## src/sv/psfp_pkg.sv

```systemverilog
// Shared types and constants for the particle sensor frame parser.
package psfp_pkg;

   localparam logic [7:0]  START_FIRST  = 8'h42;
   localparam logic [7:0]  START_SECOND = 8'h4D;
   // 0x42 + 0x4D, the sum of the two start bytes
   localparam logic [15:0] SUM_SEED     = 16'h008F;

   localparam int          INDEX_W      = 5;
   localparam logic [4:0]  FIRST_INDEX  = 5'd2;   // first byte after the start pair
   localparam logic [4:0]  SUM_BYTES    = 5'd30;
   localparam logic [4:0]  DATA_FIRST   = 5'd10;
   localparam logic [4:0]  DATA_END     = 5'd28;  // one past the last data byte
   localparam logic [4:0]  LAST_INDEX   = 5'd31;
   localparam int          DATA_COUNT   = 18;
   localparam int          WORD_COUNT   = DATA_COUNT / 2;

   typedef enum logic [1:0] {
      PH_HUNT,
      PH_SECOND,
      PH_COLLECT
   } phase_type;

   // one frame byte handed from the framer to the back end
   typedef struct packed {
      logic [INDEX_W-1:0] index;
      logic [7:0]         data;
   } entry_type;

   typedef struct packed {
      logic [WORD_COUNT-1:0][15:0] words;
      logic                        checksum_ok;
   } result_type;

endpackage

```

## src/sv/psfp_front.sv

```systemverilog
// Framer: hunts for the start pair and tags each frame byte with its position.
module psfp_front (
   input  logic                clock,
   input  logic                reset,
   input  logic                req_valid,
   input  logic [7:0]          req_rx_byte,
   input  logic                accept,
   output logic                push_valid,
   output psfp_pkg::entry_type push_entry
);
   import psfp_pkg::*;

   phase_type          phase_ff, phase_in;
   logic [INDEX_W-1:0] byte_index_ff, byte_index_in;

   // next state
   always_comb begin
      phase_in      = phase_ff;
      byte_index_in = byte_index_ff;
      if (accept) begin
         case (phase_ff)
            PH_SECOND: begin
               if (req_rx_byte == START_SECOND) begin
                  phase_in      = PH_COLLECT;
                  byte_index_in = FIRST_INDEX;
               end else begin
                  phase_in      = PH_HUNT;
                  byte_index_in = '0;
               end
            end
            PH_COLLECT: begin
               if (byte_index_ff == LAST_INDEX) begin
                  phase_in      = PH_HUNT;
                  byte_index_in = '0;
               end else begin
                  byte_index_in = byte_index_ff + 1'b1;
               end
            end
            default: begin
               phase_in      = (req_rx_byte == START_FIRST) ? PH_SECOND : PH_HUNT;
               byte_index_in = '0;
            end
         endcase
      end
   end

   // outputs
   always_comb begin
      push_valid       = 1'b0;
      push_entry.index = byte_index_ff;
      push_entry.data  = req_rx_byte;
      case (phase_ff)
         PH_COLLECT: push_valid = req_valid;
         default:    push_valid = 1'b0;
      endcase
   end

   always_ff @(posedge clock) begin
      if (reset) begin
         phase_ff      <= PH_HUNT;
         byte_index_ff <= '0;
      end else begin
         phase_ff      <= phase_in;
         byte_index_ff <= byte_index_in;
      end
   end

`ifndef NO_ASSERTIONS
   a_collect_index: assert property (@(posedge clock) disable iff (reset)
      phase_ff == PH_COLLECT |-> byte_index_ff >= FIRST_INDEX)
      else $error("collect phase with index below first data position");

   a_hunt_index: assert property (@(posedge clock) disable iff (reset)
      phase_ff != PH_COLLECT |-> byte_index_ff == '0)
      else $error("index not cleared outside a frame");

   a_start_pair: assert property (@(posedge clock) disable iff (reset)
      accept && phase_ff == PH_SECOND && req_rx_byte == START_SECOND
      |=> phase_ff == PH_COLLECT && byte_index_ff == FIRST_INDEX)
      else $error("start pair did not open a frame");
`endif

endmodule

```

## src/sv/psfp_queue.sv

```systemverilog
// Two-entry queue between the framer and the back end.
module psfp_queue (
   input  logic                clock,
   input  logic                reset,
   input  logic                push,
   input  psfp_pkg::entry_type push_entry,
   output logic                full,
   input  logic                pop,
   output logic                pop_valid,
   output psfp_pkg::entry_type pop_entry
);
   import psfp_pkg::*;

   entry_type  mem_ff [2];
   logic       wr_ptr_ff, wr_ptr_in;
   logic       rd_ptr_ff, rd_ptr_in;
   logic [1:0] count_ff, count_in;

   assign full      = (count_ff == 2'd2);
   assign pop_valid = (count_ff != 2'd0);
   assign pop_entry = mem_ff[rd_ptr_ff];

   always_comb begin
      wr_ptr_in = push ? ~wr_ptr_ff : wr_ptr_ff;
      rd_ptr_in = pop  ? ~rd_ptr_ff : rd_ptr_ff;
      count_in  = count_ff;
      if (push && !pop) begin
         count_in = count_ff + 2'd1;
      end else if (pop && !push) begin
         count_in = count_ff - 2'd1;
      end
   end

   always_ff @(posedge clock) begin
      if (push) begin
         mem_ff[wr_ptr_ff] <= push_entry;
      end
   end

   always_ff @(posedge clock) begin
      if (reset) begin
         wr_ptr_ff <= 1'b0;
         rd_ptr_ff <= 1'b0;
         count_ff  <= 2'd0;
      end else begin
         wr_ptr_ff <= wr_ptr_in;
         rd_ptr_ff <= rd_ptr_in;
         count_ff  <= count_in;
      end
   end

`ifndef NO_ASSERTIONS
   a_no_overflow: assert property (@(posedge clock) disable iff (reset)
      push |-> !full || pop)
      else $error("push into full queue");

   a_no_underflow: assert property (@(posedge clock) disable iff (reset)
      pop |-> pop_valid)
      else $error("pop from empty queue");

   a_ptr_count: assert property (@(posedge clock) disable iff (reset)
      (count_ff == 2'd1) == (wr_ptr_ff != rd_ptr_ff))
      else $error("queue pointers disagree with count");
`endif

endmodule

```

## src/sv/psfp_back.sv

```systemverilog
// Back end: checksum accumulation, data byte capture and the result register.
module psfp_back (
   input  logic                 clock,
   input  logic                 reset,
   input  logic                 q_valid,
   input  psfp_pkg::entry_type  q_entry,
   output logic                 q_pop,
   output logic                 rsp_valid,
   input  logic                 rsp_ready,
   output psfp_pkg::result_type rsp_result
);
   import psfp_pkg::*;

   logic [15:0]  sum_ff, sum_in;
   logic [7:0]   payload_ff [DATA_COUNT];
   logic [7:0]   check_high_ff;
   logic         rsp_valid_ff, rsp_valid_in;
   result_type   result_ff, result_in;
   logic         is_last;
   logic [4:0]   slot;

   assign is_last = (q_entry.index == LAST_INDEX);
   // a non-final beat never touches the result register, so only the last one waits
   assign q_pop   = q_valid && (!is_last || !rsp_valid_ff || rsp_ready);
   assign slot    = q_entry.index - DATA_FIRST;

   always_comb begin
      sum_in = sum_ff;
      if (q_entry.index == FIRST_INDEX) begin
         sum_in = SUM_SEED + {8'd0, q_entry.data};
      end else if (q_entry.index < SUM_BYTES) begin
         sum_in = sum_ff + {8'd0, q_entry.data};
      end
   end

   always_comb begin
      for (int k = 0; k < WORD_COUNT; k++) begin
         result_in.words[k] = {payload_ff[2*k], payload_ff[2*k+1]};
      end
      result_in.checksum_ok = (sum_ff == {check_high_ff, q_entry.data});
   end

   always_comb begin
      rsp_valid_in = rsp_valid_ff;
      if (q_pop && is_last) begin
         rsp_valid_in = 1'b1;
      end else if (rsp_ready) begin
         rsp_valid_in = 1'b0;
      end
   end

   always_ff @(posedge clock) begin
      if (q_pop) begin
         sum_ff <= sum_in;
         if (q_entry.index >= DATA_FIRST && q_entry.index < DATA_END) begin
            payload_ff[slot] <= q_entry.data;
         end
         if (q_entry.index == SUM_BYTES) begin
            check_high_ff <= q_entry.data;
         end
         if (is_last) begin
            result_ff <= result_in;
         end
      end
   end

   always_ff @(posedge clock) begin
      if (reset) begin
         rsp_valid_ff <= 1'b0;
      end else begin
         rsp_valid_ff <= rsp_valid_in;
      end
   end

   assign rsp_valid  = rsp_valid_ff;
   assign rsp_result = result_ff;

`ifndef NO_ASSERTIONS
   a_seed: assert property (@(posedge clock) disable iff (reset)
      q_pop && q_entry.index == FIRST_INDEX
      |=> sum_ff == SUM_SEED + {8'd0, $past(q_entry.data)})
      else $error("frame sum not seeded with start pair");
`endif

endmodule

```

## src/sv/particle_sensor_frame_parser_unit.sv

```systemverilog
// Top level of the particle sensor frame parser.
//
// Input channel req_*: one received serial byte per beat (req_rx_byte).
// Output channel rsp_*: one beat per complete 32-byte frame carrying the
// three mass concentrations, six particle counts and checksum_ok. Frames
// with a bad checksum are delivered too, with checksum_ok low.
// A byte is taken every cycle while the two-entry queue between the
// framer and the back end has room. The result of a frame appears at
// rsp_valid after its last byte is accepted, passing through a queue slot
// and then the result register, provided the result register is free.
// Throughput is one byte per cycle while the queue has room.
// If the receiver holds rsp_ready low, the next frame's bytes keep
// flowing until its last byte reaches the back end; that byte waits for
// the result register, the queue fills and req_ready drops.
// Synchronous reset returns the framer to hunting for 0x42, empties the
// queue and drops rsp_valid; no clearing pass is needed.
module particle_sensor_frame_parser_unit (
   input  logic        clock,
   input  logic        reset,
   input  logic        req_valid,
   output logic        req_ready,
   input  logic [7:0]  req_rx_byte,
   output logic        rsp_valid,
   input  logic        rsp_ready,
   output logic [15:0] rsp_pm1_mass,
   output logic [15:0] rsp_pm25_mass,
   output logic [15:0] rsp_pm10_mass,
   output logic [15:0] rsp_count_03,
   output logic [15:0] rsp_count_05,
   output logic [15:0] rsp_count_10,
   output logic [15:0] rsp_count_25,
   output logic [15:0] rsp_count_50,
   output logic [15:0] rsp_count_100,
   output logic        rsp_checksum_ok
);
   import psfp_pkg::*;

   logic       accept;
   logic       push_valid;
   entry_type  push_entry;
   logic       q_full;
   logic       q_valid;
   entry_type  q_entry;
   logic       q_pop;
   result_type result;

   assign req_ready = !q_full;
   assign accept    = req_valid && req_ready;

   psfp_front u_front (
      .clock       (clock),
      .reset       (reset),
      .req_valid   (req_valid),
      .req_rx_byte (req_rx_byte),
      .accept      (accept),
      .push_valid  (push_valid),
      .push_entry  (push_entry)
   );

   psfp_queue u_queue (
      .clock      (clock),
      .reset      (reset),
      .push       (push_valid && accept),
      .push_entry (push_entry),
      .full       (q_full),
      .pop        (q_pop),
      .pop_valid  (q_valid),
      .pop_entry  (q_entry)
   );

   psfp_back u_back (
      .clock      (clock),
      .reset      (reset),
      .q_valid    (q_valid),
      .q_entry    (q_entry),
      .q_pop      (q_pop),
      .rsp_valid  (rsp_valid),
      .rsp_ready  (rsp_ready),
      .rsp_result (result)
   );

   assign rsp_pm1_mass    = result.words[0];
   assign rsp_pm25_mass   = result.words[1];
   assign rsp_pm10_mass   = result.words[2];
   assign rsp_count_03    = result.words[3];
   assign rsp_count_05    = result.words[4];
   assign rsp_count_10    = result.words[5];
   assign rsp_count_25    = result.words[6];
   assign rsp_count_50    = result.words[7];
   assign rsp_count_100   = result.words[8];
   assign rsp_checksum_ok = result.checksum_ok;

endmodule
```

## config.mk

```make
export PLATFORM = sky130hd
export DESIGN_NAME = particle_sensor_frame_parser_unit
export DESIGN_NICKNAME = d
export VERILOG_FILES = /design/src/sv/psfp_pkg.sv /design/src/sv/psfp_front.sv /design/src/sv/psfp_queue.sv /design/src/sv/psfp_back.sv /design/src/sv/particle_sensor_frame_parser_unit.sv
export SDC_FILE = /design/constraint.sdc
export NUM_CORES = 1
export LEC_CHECK = 0
export BUFFER_PORTS_ARGS = -buffer_cell sky130_fd_sc_hd__buf_2
export CAP_MARGIN = 20
export CORE_MARGIN = 2
export CORE_UTILIZATION = 51
export DETAILED_ROUTE_END_ITERATION = 10
export PLACE_DENSITY = 0.86
export SLEW_MARGIN = 20
export SYNTH_ARGS = -nofsm -noshare
export SYNTH_HDL_FRONTEND = slang
export SYNTH_SLANG_ARGS = --single-unit
```

## constraint.sdc

```tcl
create_clock -name clock -period 7.4 [get_ports clock]
set_input_delay 1.11 -clock clock [delete_from_list [all_inputs] [get_ports clock]]
set_output_delay 1.11 -clock clock [all_outputs]
set_load 0.01 [all_outputs]
```

**Yosys cells after proc, flatten, opt, wreduce, memory -nomap -nowiden**

Memory sizes are Yosys's and may differ from the RTL's. A register that Yosys moved wholly into a read port is not among the register bits.
Cells that the tools add are included.

- Flip-flop bits (word level): 37
- Bits in writable memories: 170
- Input bits: 12
- Output and inout port bits: 147
- Word-level logic and storage cells: 76
- Memories kept: 2

Memory list:

| name | depth | width | rd ports | clocked after Yosys merged registers in | wr ports | line | RTL |
|---|---|---|---|---|---|---|---|
| u_back.payload_ff | 18 | 8 | 18 | 18 | 1 | psfp_back.sv:15 | `logic [7:0] payload_ff [DATA_COUNT];` |
| u_queue.mem_ff | 2 | 13 | 1 | 1 | 1 | psfp_queue.sv:14 | `entry_type mem_ff [2];` |

- Add/subtract/negate cells: 6
- Magnitude comparators: 3
- Equal/unequal tests: 11
- Muxes and demuxes: 21
- Bitwise operators: 2
- Reduce and logical (&&, ||, !) cells: 22

Operators by type and width:

| operator | count |
|---|---|
| $mux W16 | 2 |
| $add A16 B8 Y16 | 1 |
| $eq A16 B16 Y1 | 1 |
| $eq A8 B7 Y1 const B | 2 |
| $eq A5 B5 Y1 const B | 3 |
| $mux W1 | 11 |
| $lt A5 B5 Y1 const B | 2 |
| $mux W2 | 5 |
| $pmux W5 S2 | 1 |
| $add A8 B8 Y9 const A | 1 |
| $reduce_and A2 Y1 | 4 |
| $reduce_bool A2 Y1 | 4 |
| $logic_and A1 B1 Y1 | 7 |
| $add A5 B1 Y5 const B | 1 |
| $eq A5 B2 Y1 const B | 1 |
| $ge A5 B4 Y1 const B | 1 |
| $logic_not A1 Y1 | 5 |
| $mux W5 | 1 |
| $sub A5 B4 Y5 const B | 1 |
| $eq A2 B2 Y1 const B | 2 |
| $pmux W2 S2 | 1 |
| $add A2 B1 Y2 const B | 1 |
| $eq A2 B1 Y1 const B | 1 |
| $logic_or A1 B1 Y1 | 2 |
| 3 further kinds | 4 |

**Longest topological paths before layout**

- Depth after elaboration: 8
- Mapped depth: 10
- Gate-level depth less buffers: 8

**By module**

Synthesis repeated with hierarchy kept, for this count alone.

- Cell total of the unflattened synthesis: 615
- Area, all modules: 12,269.3 µm²

Modules (own cells, without submodules):

| module | instances | cells each | area each (µm²) | seq. area each (µm²) |
|---|---|---|---|---|
| psfp_back | 1 | 493 | 10,575.1 | 9,419.0 |
| psfp_queue | 1 | 62 | 1,142.3 | 880.8 |
| psfp_front | 1 | 57 | 533.0 | 140.1 |
| particle_sensor_frame_parser_unit | 1 | 3 | 18.8 | 0.0 |

**Worst setup path before layout**

Ideal clock, no wire load.

- Path kind: input to register
- Start point: input port rsp_ready
- End point: register rsp_count_03[0] (netlist name)
- Arrival time: 7,170 ps
- Slack: -421 ps
- Stages: 2
- Buffers on the path: 0
- Cell sequence: nor2b_1 -> nor2_1

- Word-level cells in the longest chain between the ends: 3

RTL lines:

| item | line | RTL |
|---|---|---|
| from (decl) | particle_sensor_frame_parser_unit.sv:24 | `input logic rsp_ready,` |
| $logic_or A1 B1 Y1 | psfp_back.sv:24 | `assign q_pop = q_valid && (!is_last \|\| !rsp_valid_ff \|\| rsp_ready);` |
| $logic_and A1 B1 Y1 | psfp_back.sv:24 |  |
| $reduce_and A2 Y1 (no source line) | - |  |

No other way between the ends.
A chain may end at the register's enable or synchronous reset.

==> flow_summary.yaml <==
outcome:
  status: "finished, final reports clean"
setup_path:
  end_kind: "flip-flop"
  required_ns: 7.67
  worst-path-max-fanout: 27
  arrival_ns: 4.36
  worstSetupPathType: "reg2reg"
  worst_setup_path_start_kind: "flip-flop"
grt:
  top_usage_layer: "met2"
  antenna_found_initial: 1
  grt_pass1_wl_microns: 34890
  met2_usage_pct: 31.46
  track_usage_pct: 18.09
  use_met3_pct: 3.881
  grt_util_met1_pct: 22.66
  grt_pass1_vias: 5982
  grt_max_degree: 88
  grt-ovfl-total: 0
sta:
  clock_skew_ns: 0.02740
  slew_viol_final: 0
  setup_violations: 0
  tightest_slew_ns: 1.020
  timing.final.ws_setup_ns: 3.318
  hold_viol_final: 0
  rsz0062_at_grt: "false"
  fmax_mhz: 245.0
  slew_headroom_pct: 31.94
  layout_worst_path_cycle_share_pct: 55.16
  hold_ws_ns: 0.4036
  fin_crit_ns: 4.082
  finalSetupTns_ns: 0
floorplanning:
  die_y_microns: 158.9
  dieArea_sq_um: 25260
  io_pins: 159
  die_width_microns: 158.9
  rows: 56
  start_util_pct: 52.00
  core_sq_um: 23540
placement:
  place_ws_ns: 3.555
  dp.final_hpwl_microns: 13870
  dp.cells: 1099
  gp_routability_congestion: 0.8221
  port_buffers: 158
logic_synthesis:
  synth_fp_nets: 655
  synth_area_sq_um: 12240
  synth_top_area_cell: "edfxtp_1"
  synth-seq-cells: 352
  synth.area.top_cells: "edfxtp_1, dfxtp_1, ha_1"
  synth_cell_type_count: 49
  syn_avg_cell_area_sq_um: 19.59
  ys_seq_area_share_pct: 85.27
  netlist.area_leader.share_pct: 83.15
  netlist_instances: 625
  ys_warn_count: 0
clock_tree:
  root_buffer: "clkbuf_16"
  cts-htree-levels: 1
  clockBufferDepth: 3
  postCtsSetupBuffers: 0
  clock_latency_ns: 0.56
  cts.repair.resized: 0
  cts_tree: "done"
  clk_pin_slew_ns: 0.07
  numCtsBuffers: 31
  cts_hold_buf: 0
  numClockSinks: 352
final_layout:
  antenna_cells: 0
  fill_cells: 1618
  finalNetCount: 843
  final_layout_size_suffix_gt1_share_pct: 28.08
  fin_cells: 1156
  syn_to_final_growth_pct: 19.03
job:
  max_cap_violations: 0
routing:
  first_pass_iters: 5
  avgViaCountPerCell: 5.420
  drt_iter0_drc: 603
  postRouteAntennaNets: 0
  drt-total-wl_microns: 23480
  wl_per_cell_microns: 20.31
  dr_total_vias: 6266
  drc_errors: 0
pwr:
  p_per_area_nw_per_um2: 337.7
  vdd_drop_max_uv: 201.6
  p_leak_nw: 5.031
min_path:
  hold_path.class: "reg2reg"
-- critical path, stage by stage (launching register included) --
cell	delay, ns
dfxtp_1	1.00
mux2_2	0.63
ha_1	0.34
fa_1	0.44
a211oi_1	0.42
o21ai_0	0.23
or3b_2	0.52
o2111ai_1	0.12
a21oi_1	0.11
-- registers in the layout (all words and copies together), names as in the netlist, named ones only --
| name | flops |
|---|---|
| u_queue.wr_ptr_ff | 1 |
| u_queue.rd_ptr_ff | 1 |
| u_back.payload_ff | 144 |
| rsp_count_100 | 16 |
| rsp_count_05 | 16 |
| u_queue.count_ff | 2 |
| rsp_count_03 | 16 |
| rsp_count_25 | 16 |
| rsp_count_50 | 16 |
| u_back.rsp_valid | 1 |
| u_back.rsp_result | 1 |
| u_front.byte_index_ff | 5 |
| u_front.phase_ff | 2 |
| rsp_pm25_mass | 16 |
| rsp_pm1_mass | 16 |
| rsp_count_10 | 16 |
| u_back.sum_ff | 16 |
| rsp_pm10_mass | 16 |
| u_queue.mem_ff | 26 |
| u_back.check_high_ff | 8 |
-- cell families after synthesis --
kind of cell	after synthesis	share of synthesized area [%]
buf+inv	23	0.8584
xor+xnor	28	2.003
mux	12	1.094
flops	352	85.27
simple gates	123	5.314
compound gates	69	3.557
fa+ha+maj	18	1.901
-- per-stage QoR --
stage               cell area (sq um)  total power [mW]  util (%)
floorplan                       12250             3.025         -
global placement                13430             3.140     57.06
detailed placement              13430             3.169     57.06
CTS                             14570             4.931     61.87
global route                    14570             5.088     61.90
finish                          14570             4.921     61.90
-- metal layers --
metal  vias up  part of all wire, %  wire length (microns)
met5         -                0.055                     13
met4         2                  3.0                    708
met3        64                  7.9                   1857
met2       329                   50                  11830
met1      3057                   39                   9073
li1       2814                    -                      -
-- cell type report --
class / instances / area [sq um] / area share (%)
sequential: 352 / 10440 / 71.64
clock buffer: 32 / 779.5 / 5.349
clock inverter: 25 / 354.1 / 2.430
multi-input combinational: 250 / 1712 / 11.75
inverter: 15 / 56.30 / 0.3864
tap: 319 / 399.1 / 2.739
timing repair buffer: 163 / 832.0 / 5.710
-- layout by cell type (no fill, tap or decap), types with 2 or more instances in the layout --
cell type,n
edfxtp_1,339
buf_2,158
nor2_1,41
clkbuf_16,31
a21oi_1,23
nand2_1,21
o21ai_0,17
ha_1,17
inv_1,15
xor2_1,15
xnor2_1,13
dfxtp_1,13
nor3_1,8
bufinv_16,8
clkinvlp_4,7
nand3_1,6
nor4_1,6
mux2i_1,5
mux2_2,5
a21o_1,5
o211ai_1,5
a32oi_1,5
nand4_1,5
nand4b_1,5
clkinv_2,5
nand3b_1,4
and3_1,4
or3_1,4
buf_4,4
nor2b_1,3
nand2b_1,3
mux2i_2,2
or3b_2,2
a211oi_1,2
o2111ai_1,2
nor3b_1,2
a31oi_1,2
clkinv_1,2
-- power breakdown --
group	internal, mW	total [mW]	switching, mW
registers	2.41	2.47	0.0631
clock network	1.05	1.75	0.701
logic	0.206	0.696	0.490
total	3.67	4.92	1.25
-- Yosys cell counts, drive strengths merged --
library cell / number
o211ai: 5
edfxtp: 339
nor3b: 3
a311oi: 1
a31oi: 2
nand3b: 4
ha: 17
nand3: 6
nand4: 5
nor2: 43
a32o: 1
nor3: 8
or3b: 2
and3: 4
fa: 1
or3: 5
a31o: 1
a211oi: 3
inv: 15
clkbuf: 3
o2111ai: 2
nor4: 7
and2: 1
o21ai: 17
buf: 5
mux2: 5
nand2b: 3
nand2: 21
xor2: 15
nor4b: 1
nor2b: 3
or4b: 1
o31ai: 1
or4: 1
a21o: 5
xnor2: 13
a32oi: 5
nand4b: 5
mux2i: 7
dfxtp: 13
a211o: 1
a21oi: 24
o32a: 1
-- final timing paths --
path	from	endpoint	slack, ns	cells after the start
worst min-delay path	u_back.payload_ff[7][4]	rsp_count_03[4]	0.40	0
worst max-delay path	flip-flop	u_back.sum_ff[8]	3.32	8
worst max register to register	flip-flop	u_back.sum_ff[8]	3.32	8
worst min register to register	u_back.payload_ff[7][4]	rsp_count_03[4]	0.40	0
(Power assumes the default switching activity.)
